--- src/rtl/srds_pkg.sv ---
// Shared types, constants and multiplier tables of the sample rate divider search.
package srds_pkg;

	localparam int RATE_W    = 18;
	localparam int SCALE_W   = 8;
	localparam int BASE_W    = 17;
	localparam int MASK_W    = 16;
	localparam int MULT_W    = 8;
	localparam int NUM_BASES = 4;
	localparam int NUM_CODES = 16;
	localparam int BIDX_W    = 2;
	localparam int CIDX_W    = 4;
	localparam int IDX_W     = BIDX_W + CIDX_W;
	localparam int NEED_W    = RATE_W + SCALE_W;
	localparam int CAND_W    = BASE_W + MULT_W;
	localparam int WIN_W     = NEED_W + 1;
	localparam int SCORE_W   = NEED_W + 1;
	localparam int ERR_W     = 22;
	localparam int WORD_W    = 7;
	localparam int ADDR_W    = 5;
	localparam int DATA_W    = 32;
	localparam int REG_IDX_W = 3;

	localparam int DEF_RATE_SCALE      = 132;
	localparam int DEF_HALF_FLAG_SHIFT = 6;
	localparam int WORD_HALF_BIT       = 6;

	localparam logic [BASE_W-1:0] RST_BASE_RATE_0 = BASE_W'(93750);
	localparam logic [BASE_W-1:0] RST_BASE_RATE_1 = BASE_W'(96000);
	localparam logic [BASE_W-1:0] RST_BASE_RATE_2 = BASE_W'(62500);
	localparam logic [BASE_W-1:0] RST_BASE_RATE_3 = BASE_W'(88235);
	localparam logic [MASK_W-1:0] RST_ALLOWED_0   = MASK_W'(36815);
	localparam logic [MASK_W-1:0] RST_ALLOWED_1   = MASK_W'(207);
	localparam logic [MASK_W-1:0] RST_ALLOWED_2   = MASK_W'(36815);
	localparam logic [MASK_W-1:0] RST_ALLOWED_3   = MASK_W'(36608);

	localparam logic [REG_IDX_W-1:0] REG_BASE_RATE_0    = 3'd0;
	localparam logic [REG_IDX_W-1:0] REG_BASE_RATE_1    = 3'd1;
	localparam logic [REG_IDX_W-1:0] REG_BASE_RATE_2    = 3'd2;
	localparam logic [REG_IDX_W-1:0] REG_BASE_RATE_3    = 3'd3;
	localparam logic [REG_IDX_W-1:0] REG_ALLOWED_CODES_0 = 3'd4;
	localparam logic [REG_IDX_W-1:0] REG_ALLOWED_CODES_1 = 3'd5;
	localparam logic [REG_IDX_W-1:0] REG_ALLOWED_CODES_2 = 3'd6;
	localparam logic [REG_IDX_W-1:0] REG_ALLOWED_CODES_3 = 3'd7;

	typedef enum logic [2:0] {
		ST_IDLE,
		ST_NEED,
		ST_WIN,
		ST_SCAN,
		ST_DRAIN,
		ST_FINISH
	} state_t;

	typedef struct packed {
		logic [NUM_BASES-1:0][BASE_W-1:0] base_rate;
		logic [NUM_BASES-1:0][MASK_W-1:0] allowed;
	} cfg_t;

	typedef struct packed {
		logic             load_in;
		logic             calc_need;
		logic             calc_win;
		logic             clear_best;
		logic             issue;
		logic [IDX_W-1:0] idx;
		logic             load_out;
	} ctrl_cmd_t;

	function automatic logic [MULT_W-1:0] adc_mult(input logic [CIDX_W-1:0] code);
		logic [MULT_W-1:0] m;
		case (code)
			4'd0, 4'd1, 4'd8, 4'd9: m = 8'd66;
			4'd2, 4'd3:             m = 8'd11;
			4'd6:                   m = 8'd44;
			4'd7, 4'd15:            m = 8'd132;
			4'd10, 4'd11:           m = 8'd12;
			default:                m = 8'd0;
		endcase
		return m;
	endfunction

	function automatic logic [MULT_W-1:0] dac_mult(input logic [CIDX_W-1:0] code);
		logic [MULT_W-1:0] m;
		case (code)
			4'd0, 4'd2, 4'd8, 4'd10: m = 8'd66;
			4'd1, 4'd3:              m = 8'd11;
			4'd6:                    m = 8'd44;
			4'd7, 4'd15:             m = 8'd132;
			4'd9, 4'd11:             m = 8'd12;
			default:                 m = 8'd0;
		endcase
		return m;
	endfunction

endpackage

--- src/rtl/srds_in_if.sv ---
// Request channel: requested ADC and DAC rates with valid/ready.
interface srds_in_if import srds_pkg::*; ();
	logic              valid;
	logic              ready;
	logic [RATE_W-1:0] adc_rate;
	logic [RATE_W-1:0] dac_rate;

	modport source (output valid, adc_rate, dac_rate, input ready);
	modport sink (input valid, adc_rate, dac_rate, output ready);
endinterface

--- src/rtl/srds_out_if.sv ---
// Result channel: chosen base, code, divider flag, rate word and score.
interface srds_out_if import srds_pkg::*; ();
	logic              valid;
	logic              ready;
	logic              found;
	logic [BIDX_W-1:0] base_index;
	logic [CIDX_W-1:0] code_index;
	logic              half_clock;
	logic [WORD_W-1:0] rate_word;
	logic [ERR_W-1:0]  best_error;

	modport source (output valid, found, base_index, code_index, half_clock, rate_word,
		best_error, input ready);
	modport sink (input valid, found, base_index, code_index, half_clock, rate_word,
		best_error, output ready);
endinterface

--- src/rtl/srds_regs.sv ---
// APB register file holding base rates and allowed code masks.
module srds_regs import srds_pkg::*; (
	input  logic              clk,
	input  logic              arst_n,
	input  logic              psel,
	input  logic              penable,
	input  logic              pwrite,
	input  logic [ADDR_W-1:0] paddr,
	input  logic [DATA_W-1:0] pwdata,
	output logic [DATA_W-1:0] prdata,
	output logic              pready,
	output cfg_t              cfg
);

	cfg_t                 cfg_q;
	logic                 wr_en;
	logic [REG_IDX_W-1:0] reg_idx;

	assign pready  = 1'b1;
	assign wr_en   = psel && penable && pwrite;
	assign reg_idx = paddr[ADDR_W-1:2];
	assign cfg     = cfg_q;

	always_ff @(posedge clk or negedge arst_n) begin
		if (!arst_n) begin
			cfg_q.base_rate[0] <= RST_BASE_RATE_0;
			cfg_q.base_rate[1] <= RST_BASE_RATE_1;
			cfg_q.base_rate[2] <= RST_BASE_RATE_2;
			cfg_q.base_rate[3] <= RST_BASE_RATE_3;
			cfg_q.allowed[0]   <= RST_ALLOWED_0;
			cfg_q.allowed[1]   <= RST_ALLOWED_1;
			cfg_q.allowed[2]   <= RST_ALLOWED_2;
			cfg_q.allowed[3]   <= RST_ALLOWED_3;
		end else if (wr_en) begin
			case (reg_idx)
				REG_BASE_RATE_0:     cfg_q.base_rate[0] <= pwdata[BASE_W-1:0];
				REG_BASE_RATE_1:     cfg_q.base_rate[1] <= pwdata[BASE_W-1:0];
				REG_BASE_RATE_2:     cfg_q.base_rate[2] <= pwdata[BASE_W-1:0];
				REG_BASE_RATE_3:     cfg_q.base_rate[3] <= pwdata[BASE_W-1:0];
				REG_ALLOWED_CODES_0: cfg_q.allowed[0]   <= pwdata[MASK_W-1:0];
				REG_ALLOWED_CODES_1: cfg_q.allowed[1]   <= pwdata[MASK_W-1:0];
				REG_ALLOWED_CODES_2: cfg_q.allowed[2]   <= pwdata[MASK_W-1:0];
				REG_ALLOWED_CODES_3: cfg_q.allowed[3]   <= pwdata[MASK_W-1:0];
				default: ;
			endcase
		end
	end

	always_comb begin
		case (reg_idx)
			REG_BASE_RATE_0:     prdata = DATA_W'(cfg_q.base_rate[0]);
			REG_BASE_RATE_1:     prdata = DATA_W'(cfg_q.base_rate[1]);
			REG_BASE_RATE_2:     prdata = DATA_W'(cfg_q.base_rate[2]);
			REG_BASE_RATE_3:     prdata = DATA_W'(cfg_q.base_rate[3]);
			REG_ALLOWED_CODES_0: prdata = DATA_W'(cfg_q.allowed[0]);
			REG_ALLOWED_CODES_1: prdata = DATA_W'(cfg_q.allowed[1]);
			REG_ALLOWED_CODES_2: prdata = DATA_W'(cfg_q.allowed[2]);
			REG_ALLOWED_CODES_3: prdata = DATA_W'(cfg_q.allowed[3]);
			default:             prdata = '0;
		endcase
	end

endmodule

--- src/rtl/srds_ctrl.sv ---
// Controller state machine sequencing setup, candidate scan, drain and result.
module srds_ctrl import srds_pkg::*; (
	input  logic      clk,
	input  logic      arst_n,
	input  logic      in_valid,
	output logic      in_ready,
	input  logic      out_ready,
	output logic      out_valid,
	output ctrl_cmd_t cmd
);

	localparam logic [IDX_W-1:0] LAST_IDX = IDX_W'(NUM_BASES * NUM_CODES - 1);

	state_t           state_q, state_d;
	logic [IDX_W-1:0] idx_q, idx_d;
	logic             out_valid_q, out_valid_d;
	logic             in_fire;

	assign in_fire   = in_valid && in_ready;
	assign out_valid = out_valid_q;

	always_ff @(posedge clk or negedge arst_n) begin
		if (!arst_n) begin
			state_q     <= ST_IDLE;
			idx_q       <= '0;
			out_valid_q <= 1'b0;
		end else begin
			state_q     <= state_d;
			idx_q       <= idx_d;
			out_valid_q <= out_valid_d;
		end
	end

	always_comb begin
		state_d  = state_q;
		idx_d    = idx_q;
		in_ready = 1'b0;
		cmd      = '0;
		cmd.idx  = idx_q;
		case (state_q)
			ST_IDLE: begin
				in_ready = 1'b1;
				if (in_valid) begin
					cmd.load_in = 1'b1;
					state_d     = ST_NEED;
				end
			end
			ST_NEED: begin
				cmd.calc_need = 1'b1;
				state_d       = ST_WIN;
			end
			ST_WIN: begin
				cmd.calc_win   = 1'b1;
				cmd.clear_best = 1'b1;
				idx_d          = '0;
				state_d        = ST_SCAN;
			end
			ST_SCAN: begin
				cmd.issue = 1'b1;
				idx_d     = idx_q + 1'b1;
				if (idx_q == LAST_IDX) begin
					idx_d   = '0;
					state_d = ST_DRAIN;
				end
			end
			ST_DRAIN: begin
				idx_d = idx_q + 1'b1;
				if (idx_q[0]) begin
					idx_d   = '0;
					state_d = ST_FINISH;
				end
			end
			ST_FINISH: begin
				if (!out_valid_q || out_ready) begin
					cmd.load_out = 1'b1;
					state_d      = ST_IDLE;
				end
			end
			default: begin
				state_d = ST_IDLE;
			end
		endcase
		if (cmd.load_out) begin
			out_valid_d = 1'b1;
		end else if (out_ready) begin
			out_valid_d = 1'b0;
		end else begin
			out_valid_d = out_valid_q;
		end
	end

	a_accept_starts: assert property (@(posedge clk) disable iff (!arst_n)
		in_fire |=> state_q == ST_NEED)
		else $error("accepted beat did not start setup");

	a_scan_from_zero: assert property (@(posedge clk) disable iff (!arst_n)
		state_q == ST_WIN |=> (state_q == ST_SCAN && idx_q == '0))
		else $error("scan did not start at candidate zero");

	a_scan_ends: assert property (@(posedge clk) disable iff (!arst_n)
		(state_q == ST_SCAN && idx_q == LAST_IDX) |=> state_q == ST_DRAIN)
		else $error("scan did not stop after last candidate");

	a_load_shows: assert property (@(posedge clk) disable iff (!arst_n)
		cmd.load_out |=> (out_valid_q && state_q == ST_IDLE))
		else $error("loaded result not presented");

endmodule

--- src/rtl/srds_dp.sv ---
// Datapath: scaled request windows, candidate products, scoring and best tracking.
module srds_dp import srds_pkg::*; #(
	parameter int RATE_SCALE      = DEF_RATE_SCALE,
	parameter int HALF_FLAG_SHIFT = DEF_HALF_FLAG_SHIFT
) (
	input  logic              clk,
	input  logic              arst_n,
	input  ctrl_cmd_t         cmd,
	input  cfg_t              cfg,
	input  logic [RATE_W-1:0] adc_rate,
	input  logic [RATE_W-1:0] dac_rate,
	output logic              found,
	output logic [BIDX_W-1:0] base_index,
	output logic [CIDX_W-1:0] code_index,
	output logic              half_clock,
	output logic [WORD_W-1:0] rate_word,
	output logic [ERR_W-1:0]  best_error
);

	localparam logic [SCALE_W-1:0] SCALE       = SCALE_W'(RATE_SCALE);
	localparam logic               HALF_IN_WORD = (HALF_FLAG_SHIFT == WORD_HALF_BIT);

	logic [RATE_W-1:0]  adc_q, dac_q;
	logic [NEED_W-1:0]  tgt_adc_q, tgt_dac_q;
	logic [WIN_W-1:0]   adc_lo_q, adc_hi_q, dac_lo_q, dac_hi_q;

	logic               en_s1, en_s2;
	logic [IDX_W-1:0]   idx_s1, idx_s2;
	logic [CAND_W-1:0]  adc_s1, dac_s1;
	logic               full_hit_s2, half_hit_s2;
	logic [SCORE_W-1:0] full_score_s2, half_score_s2;

	logic               have_q;
	logic [SCORE_W-1:0] best_q;
	logic [IDX_W-1:0]   best_idx_q;
	logic               best_half_q;

	logic [BIDX_W-1:0]  sel_b;
	logic [CIDX_W-1:0]  sel_c;
	logic [CAND_W-1:0]  base_ext, adc_m_ext, dac_m_ext;

	logic               full_hit, half_hit;
	logic [SCORE_W-1:0] full_score, half_score;

	logic               full_win, half_win, mid_have;
	logic [SCORE_W-1:0] mid_best;

	function automatic logic in_window(input logic [CAND_W-1:0] cand,
		input logic [WIN_W-1:0] lo, input logic [WIN_W-1:0] hi);
		logic [WIN_W-1:0] c;
		c = WIN_W'(cand);
		return (c >= lo) && (c <= hi);
	endfunction

	function automatic logic [NEED_W-1:0] abs_err(input logic [NEED_W-1:0] need,
		input logic [CAND_W-1:0] cand);
		logic [NEED_W-1:0] c;
		c = NEED_W'(cand);
		return (need >= c) ? (need - c) : (c - need);
	endfunction

	assign sel_b     = cmd.idx[IDX_W-1:CIDX_W];
	assign sel_c     = cmd.idx[CIDX_W-1:0];
	assign base_ext  = CAND_W'(cfg.base_rate[sel_b]);
	assign adc_m_ext = CAND_W'(adc_mult(sel_c));
	assign dac_m_ext = CAND_W'(dac_mult(sel_c));

	always_ff @(posedge clk) begin
		if (cmd.load_in) begin
			adc_q <= adc_rate;
			dac_q <= dac_rate;
		end
		if (cmd.calc_need) begin
			tgt_adc_q <= NEED_W'(adc_q) * NEED_W'(SCALE);
			tgt_dac_q <= NEED_W'(dac_q) * NEED_W'(SCALE);
		end
		if (cmd.calc_win) begin
			adc_lo_q <= WIN_W'(tgt_adc_q) - WIN_W'(tgt_adc_q >> 5);
			adc_hi_q <= WIN_W'(tgt_adc_q) + WIN_W'(tgt_adc_q >> 5);
			dac_lo_q <= WIN_W'(tgt_dac_q) - WIN_W'(tgt_dac_q >> 5);
			dac_hi_q <= WIN_W'(tgt_dac_q) + WIN_W'(tgt_dac_q >> 5);
		end
		idx_s1 <= cmd.idx;
		adc_s1 <= base_ext * adc_m_ext;
		dac_s1 <= base_ext * dac_m_ext;
		idx_s2        <= idx_s1;
		full_hit_s2   <= full_hit;
		half_hit_s2   <= half_hit;
		full_score_s2 <= full_score;
		half_score_s2 <= half_score;
	end

	always_comb begin
		full_hit   = in_window(adc_s1, adc_lo_q, adc_hi_q) &&
			in_window(dac_s1, dac_lo_q, dac_hi_q);
		half_hit   = in_window(adc_s1 >> 1, adc_lo_q, adc_hi_q) &&
			in_window(dac_s1 >> 1, dac_lo_q, dac_hi_q);
		full_score = SCORE_W'(abs_err(tgt_adc_q, adc_s1)) +
			SCORE_W'(abs_err(tgt_dac_q, dac_s1));
		half_score = SCORE_W'(abs_err(tgt_adc_q, adc_s1 >> 1)) +
			SCORE_W'(abs_err(tgt_dac_q, dac_s1 >> 1));
	end

	always_comb begin
		full_win = en_s2 && full_hit_s2 && (!have_q || full_score_s2 < best_q);
		mid_have = have_q || full_win;
		mid_best = full_win ? full_score_s2 : best_q;
		half_win = en_s2 && half_hit_s2 && (!mid_have || half_score_s2 <= mid_best);
	end

	always_ff @(posedge clk or negedge arst_n) begin
		if (!arst_n) begin
			en_s1  <= 1'b0;
			en_s2  <= 1'b0;
			have_q <= 1'b0;
		end else begin
			en_s1 <= cmd.issue && cfg.allowed[sel_b][sel_c];
			en_s2 <= en_s1;
			if (cmd.clear_best) begin
				have_q <= 1'b0;
			end else if (full_win || half_win) begin
				have_q <= 1'b1;
			end
		end
	end

	always_ff @(posedge clk) begin
		if (cmd.clear_best) begin
			best_q      <= '0;
			best_idx_q  <= '0;
			best_half_q <= 1'b0;
		end else if (half_win) begin
			best_q      <= half_score_s2;
			best_idx_q  <= idx_s2;
			best_half_q <= 1'b1;
		end else if (full_win) begin
			best_q      <= full_score_s2;
			best_idx_q  <= idx_s2;
			best_half_q <= 1'b0;
		end
	end

	always_ff @(posedge clk) begin
		if (cmd.load_out) begin
			found <= have_q;
			if (have_q) begin
				base_index <= best_idx_q[IDX_W-1:CIDX_W];
				code_index <= best_idx_q[CIDX_W-1:0];
				half_clock <= best_half_q;
				rate_word  <= {best_half_q & HALF_IN_WORD, best_idx_q[CIDX_W-1:0],
					best_idx_q[IDX_W-1:CIDX_W]};
				best_error <= best_q[ERR_W-1:0];
			end else begin
				base_index <= '0;
				code_index <= '0;
				half_clock <= 1'b0;
				rate_word  <= '0;
				best_error <= '0;
			end
		end
	end

endmodule

--- src/rtl/sample_rate_divider_search_core.sv ---
// Top level of the sample rate divider search: registers, controller and datapath.
//
// Usage: a request beat on in_ch carries the wanted ADC and DAC sample rates.
// Both are scaled by RATE_SCALE and given a window of +/- 1/32. The block then
// walks all 64 base/code pairs, one pair per cycle, checking each allowed pair
// at full and half rate, and returns one result beat on out_ch with the winning
// base, code, divider flag, packed rate word, score and a found flag.
// After a request is accepted the block scales it, forms the windows, scans
// all pairs through the single shared product/score pipeline, drains that
// pipeline and loads the result.
// in_ch.ready is high only while no search is running; a new request may be
// taken while the previous result still waits in the output register.
// If out_ch stalls, a finished search holds until the waiting result is taken.
// Reset clears the controller and restores the register defaults; the APB
// port (pready always high) is to be written by the user only while the block
// is idle, which the block itself does not enforce.
module sample_rate_divider_search_core import srds_pkg::*; #(
	parameter int RATE_SCALE      = DEF_RATE_SCALE,
	parameter int HALF_FLAG_SHIFT = DEF_HALF_FLAG_SHIFT
) (
	input  logic              clk,
	input  logic              arst_n,
	input  logic              psel,
	input  logic              penable,
	input  logic              pwrite,
	input  logic [ADDR_W-1:0] paddr,
	input  logic [DATA_W-1:0] pwdata,
	output logic [DATA_W-1:0] prdata,
	output logic              pready,
	srds_in_if.sink           in_ch,
	srds_out_if.source        out_ch
);

	cfg_t      cfg;
	ctrl_cmd_t cmd;

	srds_regs u_regs (
		.clk     (clk),
		.arst_n  (arst_n),
		.psel    (psel),
		.penable (penable),
		.pwrite  (pwrite),
		.paddr   (paddr),
		.pwdata  (pwdata),
		.prdata  (prdata),
		.pready  (pready),
		.cfg     (cfg)
	);

	srds_ctrl u_ctrl (
		.clk       (clk),
		.arst_n    (arst_n),
		.in_valid  (in_ch.valid),
		.in_ready  (in_ch.ready),
		.out_ready (out_ch.ready),
		.out_valid (out_ch.valid),
		.cmd       (cmd)
	);

	srds_dp #(
		.RATE_SCALE      (RATE_SCALE),
		.HALF_FLAG_SHIFT (HALF_FLAG_SHIFT)
	) u_dp (
		.clk        (clk),
		.arst_n     (arst_n),
		.cmd        (cmd),
		.cfg        (cfg),
		.adc_rate   (in_ch.adc_rate),
		.dac_rate   (in_ch.dac_rate),
		.found      (out_ch.found),
		.base_index (out_ch.base_index),
		.code_index (out_ch.code_index),
		.half_clock (out_ch.half_clock),
		.rate_word  (out_ch.rate_word),
		.best_error (out_ch.best_error)
	);

endmodule
--- src/flat_wrapper.sv ---
// flat-port wrapper written by rule: the top's interface ports become plain ports
module sample_rate_divider_search_core_flat import srds_pkg::*;
#(
	parameter int RATE_SCALE      = DEF_RATE_SCALE,
	parameter int HALF_FLAG_SHIFT = DEF_HALF_FLAG_SHIFT
)
  (clk, arst_n, psel, penable, pwrite, paddr, pwdata, prdata, pready, in_ch_valid, in_ch_adc_rate, in_ch_dac_rate, in_ch_ready, out_ch_valid, out_ch_found, out_ch_base_index, out_ch_code_index, out_ch_half_clock, out_ch_rate_word, out_ch_best_error, out_ch_ready);
  srds_in_if in_ch_i ();
  srds_out_if out_ch_i ();
  input  logic clk;
  input  logic arst_n;
  input  logic psel;
  input  logic penable;
  input  logic pwrite;
  input  logic [ADDR_W-1:0] paddr;
  input  logic [DATA_W-1:0] pwdata;
  output logic [DATA_W-1:0] prdata;
  output logic pready;
  input wire logic [$bits(in_ch_i.valid)-1:0] in_ch_valid;
  input wire logic [$bits(in_ch_i.adc_rate)-1:0] in_ch_adc_rate;
  input wire logic [$bits(in_ch_i.dac_rate)-1:0] in_ch_dac_rate;
  output wire logic [$bits(in_ch_i.ready)-1:0] in_ch_ready;
  output wire logic [$bits(out_ch_i.valid)-1:0] out_ch_valid;
  output wire logic [$bits(out_ch_i.found)-1:0] out_ch_found;
  output wire logic [$bits(out_ch_i.base_index)-1:0] out_ch_base_index;
  output wire logic [$bits(out_ch_i.code_index)-1:0] out_ch_code_index;
  output wire logic [$bits(out_ch_i.half_clock)-1:0] out_ch_half_clock;
  output wire logic [$bits(out_ch_i.rate_word)-1:0] out_ch_rate_word;
  output wire logic [$bits(out_ch_i.best_error)-1:0] out_ch_best_error;
  input wire logic [$bits(out_ch_i.ready)-1:0] out_ch_ready;
  assign in_ch_i.valid = in_ch_valid;
  assign in_ch_i.adc_rate = in_ch_adc_rate;
  assign in_ch_i.dac_rate = in_ch_dac_rate;
  assign in_ch_ready = in_ch_i.ready;
  assign out_ch_valid = out_ch_i.valid;
  assign out_ch_found = out_ch_i.found;
  assign out_ch_base_index = out_ch_i.base_index;
  assign out_ch_code_index = out_ch_i.code_index;
  assign out_ch_half_clock = out_ch_i.half_clock;
  assign out_ch_rate_word = out_ch_i.rate_word;
  assign out_ch_best_error = out_ch_i.best_error;
  assign out_ch_i.ready = out_ch_ready;
  sample_rate_divider_search_core #(.RATE_SCALE(RATE_SCALE), .HALF_FLAG_SHIFT(HALF_FLAG_SHIFT)) u_core (.clk(clk), .arst_n(arst_n), .psel(psel), .penable(penable), .pwrite(pwrite), .paddr(paddr), .pwdata(pwdata), .prdata(prdata), .pready(pready), .in_ch(in_ch_i), .out_ch(out_ch_i));
endmodule
--- config.mk ---
export PLATFORM = sky130hd
export DESIGN_NAME = sample_rate_divider_search_core_flat
export DESIGN_NICKNAME = d
export VERILOG_FILES = /design/src/rtl/srds_pkg.sv /design/src/rtl/srds_in_if.sv /design/src/rtl/srds_out_if.sv /design/src/rtl/srds_regs.sv /design/src/rtl/srds_ctrl.sv /design/src/rtl/srds_dp.sv /design/src/rtl/sample_rate_divider_search_core.sv /design/src/flat_wrapper.sv
export SDC_FILE = /design/constraint.sdc
export NUM_CORES = 2
export LEC_CHECK = 0
export BUFFER_PORTS_ARGS = -buffer_cell sky130_fd_sc_hd__buf_2
export CAP_MARGIN = 40
export CORE_AREA = 2 2 292 294
export CTS_BUF_LIST = sky130_fd_sc_hd__clkbuf_16
export CTS_CLUSTER_SIZE = 20
export DETAILED_ROUTE_END_ITERATION = 10
export DIE_AREA = 0 0 294 296
export HOLD_SLACK_MARGIN = 0.08
export PLACE_DENSITY = 0.77
export SETUP_SLACK_MARGIN = 0.05
export SYNTH_ARGS = -nofsm -noshare
export SYNTH_HDL_FRONTEND = slang
export SYNTH_SLANG_ARGS = --single-unit
--- constraint.sdc ---
create_clock -name clk -period 11.15 [get_ports clk]
set_input_delay 3.345 -clock clk [delete_from_list [all_inputs] [get_ports clk]]
set_output_delay 3.345 -clock clk [all_outputs]
set_load 0.05 [all_outputs]
==> results by group <==
Clock network
  • Post-CTS Resized: 0
  • Max H-tree Level: 2
  • Worst-path clk slew: 0.07 ns
  • Clock Latency Late Sink: around 0.67 ns
  • # hold bufs at CTS: 0
  • Max clock buf depth: 3
  • Clock sink count: 517
  • Clock root buffer: clkbuf_16
  • Buffer count from post-CTS setup fixing: 0
  • CTS Buf Count: 57
  • CTS tree: built

Worst setup path
  • Critical path buffers and inverters: 4
  • Internal reg-to-reg setup slack: around 4.1 ns
  • Worst R2R End: u_core.u_dp.dac_s1[23]$_DFF_P_
  • CP Launch Point: paddr[2]
  • Worst path cell trace: buf_2 > inv_1 > nor2_1 > buf_6 > a221oi_1 > nor2_1 > o22a_1 > buf_2
  • Critical-path maximum fanout: 29
  • Slowest Stage Delay on Critical Path: 0.65 ns
  • Crit path capture type: primary output
  • Crit Path Class: in2out
  • Critical Path AT: between 5 and 6 ns
  • Crit path capture: prdata[7]
  • WP depth: 8
  • CP max stage cell: buf_2
  • Crit path max-delay family: buffers and inverters
  • Worst reg2reg startpoint: u_core.u_ctrl.idx_q[4]$_DFFE_PN0P_
  • Startpoint types: input pin
  • R2R depth: 19
  • Required time of the critical path: 7.81 ns

Timing
  • Final setup viols: 0
  • Max_slew headroom: 31.43%
  • Post-layout minimum cycle time: around 9.3 ns
  • RSZ-0062 raised after global routing: no
  • Fin. max-slew vios: 0
  • Worst-Margin Slew: 1.022 ns
  • Setup Skew: 0.05757 ns
  • Period Utilization, post-route: 83.48%
  • Maximum operating frequency: ~110 MHz
  • Final Hold Viols: 0
  • Setup TNS: 0 ns

Synthesis
  • Syn_area_per_cell: approximately 9.2 um^2
  • Seq/Total Area, Yosys: between 20% and 30%
  • Distinct cell type count of the synthesized netlist: about 110
  • Cell area after synthesis: about 0.050 mm^2
  • Yosys reg bits: about 520
  • Top_reg_cell synth: edfxtp_1
  • Largest cells by area after synthesis: ha_1, edfxtp_1, fa_1
  • YS warnings: 0
  • Async SR Flop Fraction: between 20% and 30%
  • Synth area leader: ha_1
  • Synth top area share: a little under a fifth
  • Mapped Cells: around 5,500
  • Post-synth EDFFs: 220

Global route
  • Vias in the first global route: between 30,000 and 40,000
  • First-pass GRT wire length: around 220 mm
  • GRT Overall Usage: between 30% and 40%
  • Grt ovf: 0
  • Antenna violations before repair: 11
  • Largest net degree at the start of global routing: 93

Cells and area
  • Layout cells sized above 1: a little over a tenth
  • Layout net count: 6,485
  • FILL cells: around 6,900
  • Leading cell type in the layout, fill and taps excluded: ha_1
  • Multi-input gate area: ~0.034 mm^2
  • Register area: approximately 0.013 mm^2
  • Most frequent cells in the layout: ha_1, inv_1, nor2_1, a21oi_1, nand2_1
  • Area delta synth->final: 6.896%
  • Util after Layout: a little under two thirds

Pwr
  • Pwr dens: between 90 and 100 mW/mm^2
  • Leakage: approximately 25 nW
  • Peak VDD IR: ~150 uV

Placement
  • Detailed Place HPWL: approximately 110 mm
  • Final GP Congestion: between 1 and 1.5
  • Number of port buffers: between 100 and 150

Drt
  • Routed Antenna Nets: 0
  • Wire per inst: between 20 and 25 um
  • Final wirelength: ~140 mm
  • Detailed-route via count: approximately 40,000
  • DR vias/cell: slightly above 6
  • DR iter-0 viols: approximately 3,800
  • Drt drc: 0
  • Pre-Repair DR Iteration Count: 6

Job
  • Max-cap violation count: 0

Floorplan
  • Die height: 296 um
  • # IOs: approximately 150
  • Num rows: between 100 and 150
  • Initial core utilization: roughly three fifths
  • Die Area: around 0.087 mm^2
  • Die X: about 300 um
  • Core footprint: 0.08421 mm^2

Outcome
  • Status: completed

Worst hold path
  • Hold WC Path Type: reg2reg
[kinds of logic after synthesis]
group	Yosys count	share of synthesized area [%]
compound gates	1371	17.83
xor+xnor	275	4.810
fa+ha+maj	918	25.28
buf+inv	777	6.157
flops	517	26.68
mux	280	6.641
other cells	2	0.01500
simple gates	1324	12.59
[worst min path at each step]
stage,start,endpoint,slack (ns),cells past startpoint
5_1_grt,u_core.u_dp.idx_s1[1]$_DFF_P_,u_core.u_dp.idx_s2[1]$_DFF_P_,0.34,0
3_5_place_dp,u_core.u_dp.idx_s1[1]$_DFF_P_,u_core.u_dp.idx_s2[1]$_DFF_P_,0.32,0
3_3_place_gp,u_core.u_dp.idx_s1[4]$_DFF_P_,u_core.u_dp.idx_s2[4]$_DFF_P_,0.31,0
4_1_cts,u_core.u_dp.idx_s1[1]$_DFF_P_,u_core.u_dp.idx_s2[1]$_DFF_P_,0.33,0
6_report,u_core.u_dp.idx_s1[1]$_DFF_P_,u_core.u_dp.idx_s2[1]$_DFF_P_,0.32,0
2_1_floorplan,u_core.u_dp.idx_s1[0]$_DFF_P_,u_core.u_dp.idx_s2[0]$_DFF_P_,0.31,0
[per-layer routing]
metal  GRT usage (%)  vias up  routed length (um)
met5               0        -                  57
met2           52.35     1712               64430
li1                -    19460                   -
met4           12.87        8                6066
met3           4.819      362               10930
met1           42.49    19660               59590
[flip-flops by register name (all words and copies together) (netlist names), 25 cells and up]
signal,cells
u_core.u_dp.half_score_s2,27
u_core.u_dp.best_q,27
u_core.u_dp.dac_s1,25
u_core.u_dp.adc_lo_q,27
u_core.u_dp.adc_s1,25
u_core.u_dp.adc_hi_q,26
u_core.u_dp.dac_hi_q,26
u_core.u_regs.cfg,132
u_core.u_dp.full_score_s2,27
u_core.u_dp.dac_lo_q,27
[cell usage after synthesis, types with 13 or more instances]
cell type	instances
fa_1	156
inv_1	553
o21bai_1	72
and2_1	26
o211ai_1	27
a21o_1	240
a211oi_1	42
o21ai_1	33
a21oi_1	427
mux4_2	26
nand3b_1	13
dfxtp_1	152
dfstp_2	66
nor2_1	449
nor3_1	101
o21ai_0	194
dfrtp_1	79
mux2_2	157
or3_1	39
clkbuf_1	146
xnor2_1	197
ha_1	762
nor2b_1	52
buf_4	28
xor2_1	78
nor4_1	19
or2_2	48
o31ai_1	28
o221ai_1	14
nand4_1	80
o21a_1	48
nand3_1	66
mux2i_1	96
o22ai_1	17
a31oi_1	49
nand2b_1	52
a211o_1	18
edfxtp_1	220
a221oi_1	24
and3_1	22
buf_2	36
nand2_1	310
[worst register-to-register path, cell delays in order (launching register included)]
cell and delay, ns:
dfrtp_2 0.54, buf_4 0.69, mux2_2 0.47, o21ai_1 0.68, nor2_1 0.18, fa_1 0.53, inv_1 0.06, fa_1 0.50
fa_1 0.52, fa_1 0.55, inv_1 0.05, ha_1 0.35, a21o_1 0.18, a21o_1 0.20, o41ai_1 0.37, buf_4 0.21
o2111ai_1 0.12, a31oi_1 0.38, o21ai_1 0.15, xor2_1 0.17
[layout make-up]
cell class / instances / share of cell area (%)
repair buffers: 171 / 2.052
clock inverters: 50 / 0.7854
diodes: 3 / 0.01402
inverters: 556 / 3.899
clock buffers: 57 / 2.665
well taps: 1090 / 2.548
multi-input cells: 4184 / 63.07
flip-flops and latches: 517 / 24.96
[power by group]
| group | switching [mW] | internal (mW) |
|---|---|---|
| sequential | 0.0829 | 2.11 |
| combinational | 0.544 | 0.391 |
| clock | 0.832 | 1.05 |
| total | 1.46 | 3.55 |
[stage by stage]
stage / power [mW] / hold WS, ns / instance area (um^2) / setup slack (ns) / cells
3_5_place_dp: 3.146 / 0.3220 / 51670 / 1.924 / 6518
4_1_cts: 5.024 / 0.3287 / 53520 / 1.925 / 6625
3_3_place_gp: 3.107 / 0.3133 / 51440 / 1.550 / 6501
5_1_grt: 5.217 / 0.3354 / 53530 / 1.752 / 6627
6_report: 5.007 / 0.3231 / 53530 / 1.842 / 6628
2_1_floorplan: 2.881 / 0.3096 / 50130 / 2.229 / 5478
Note: power is estimated with default switching activity, not from simulation.
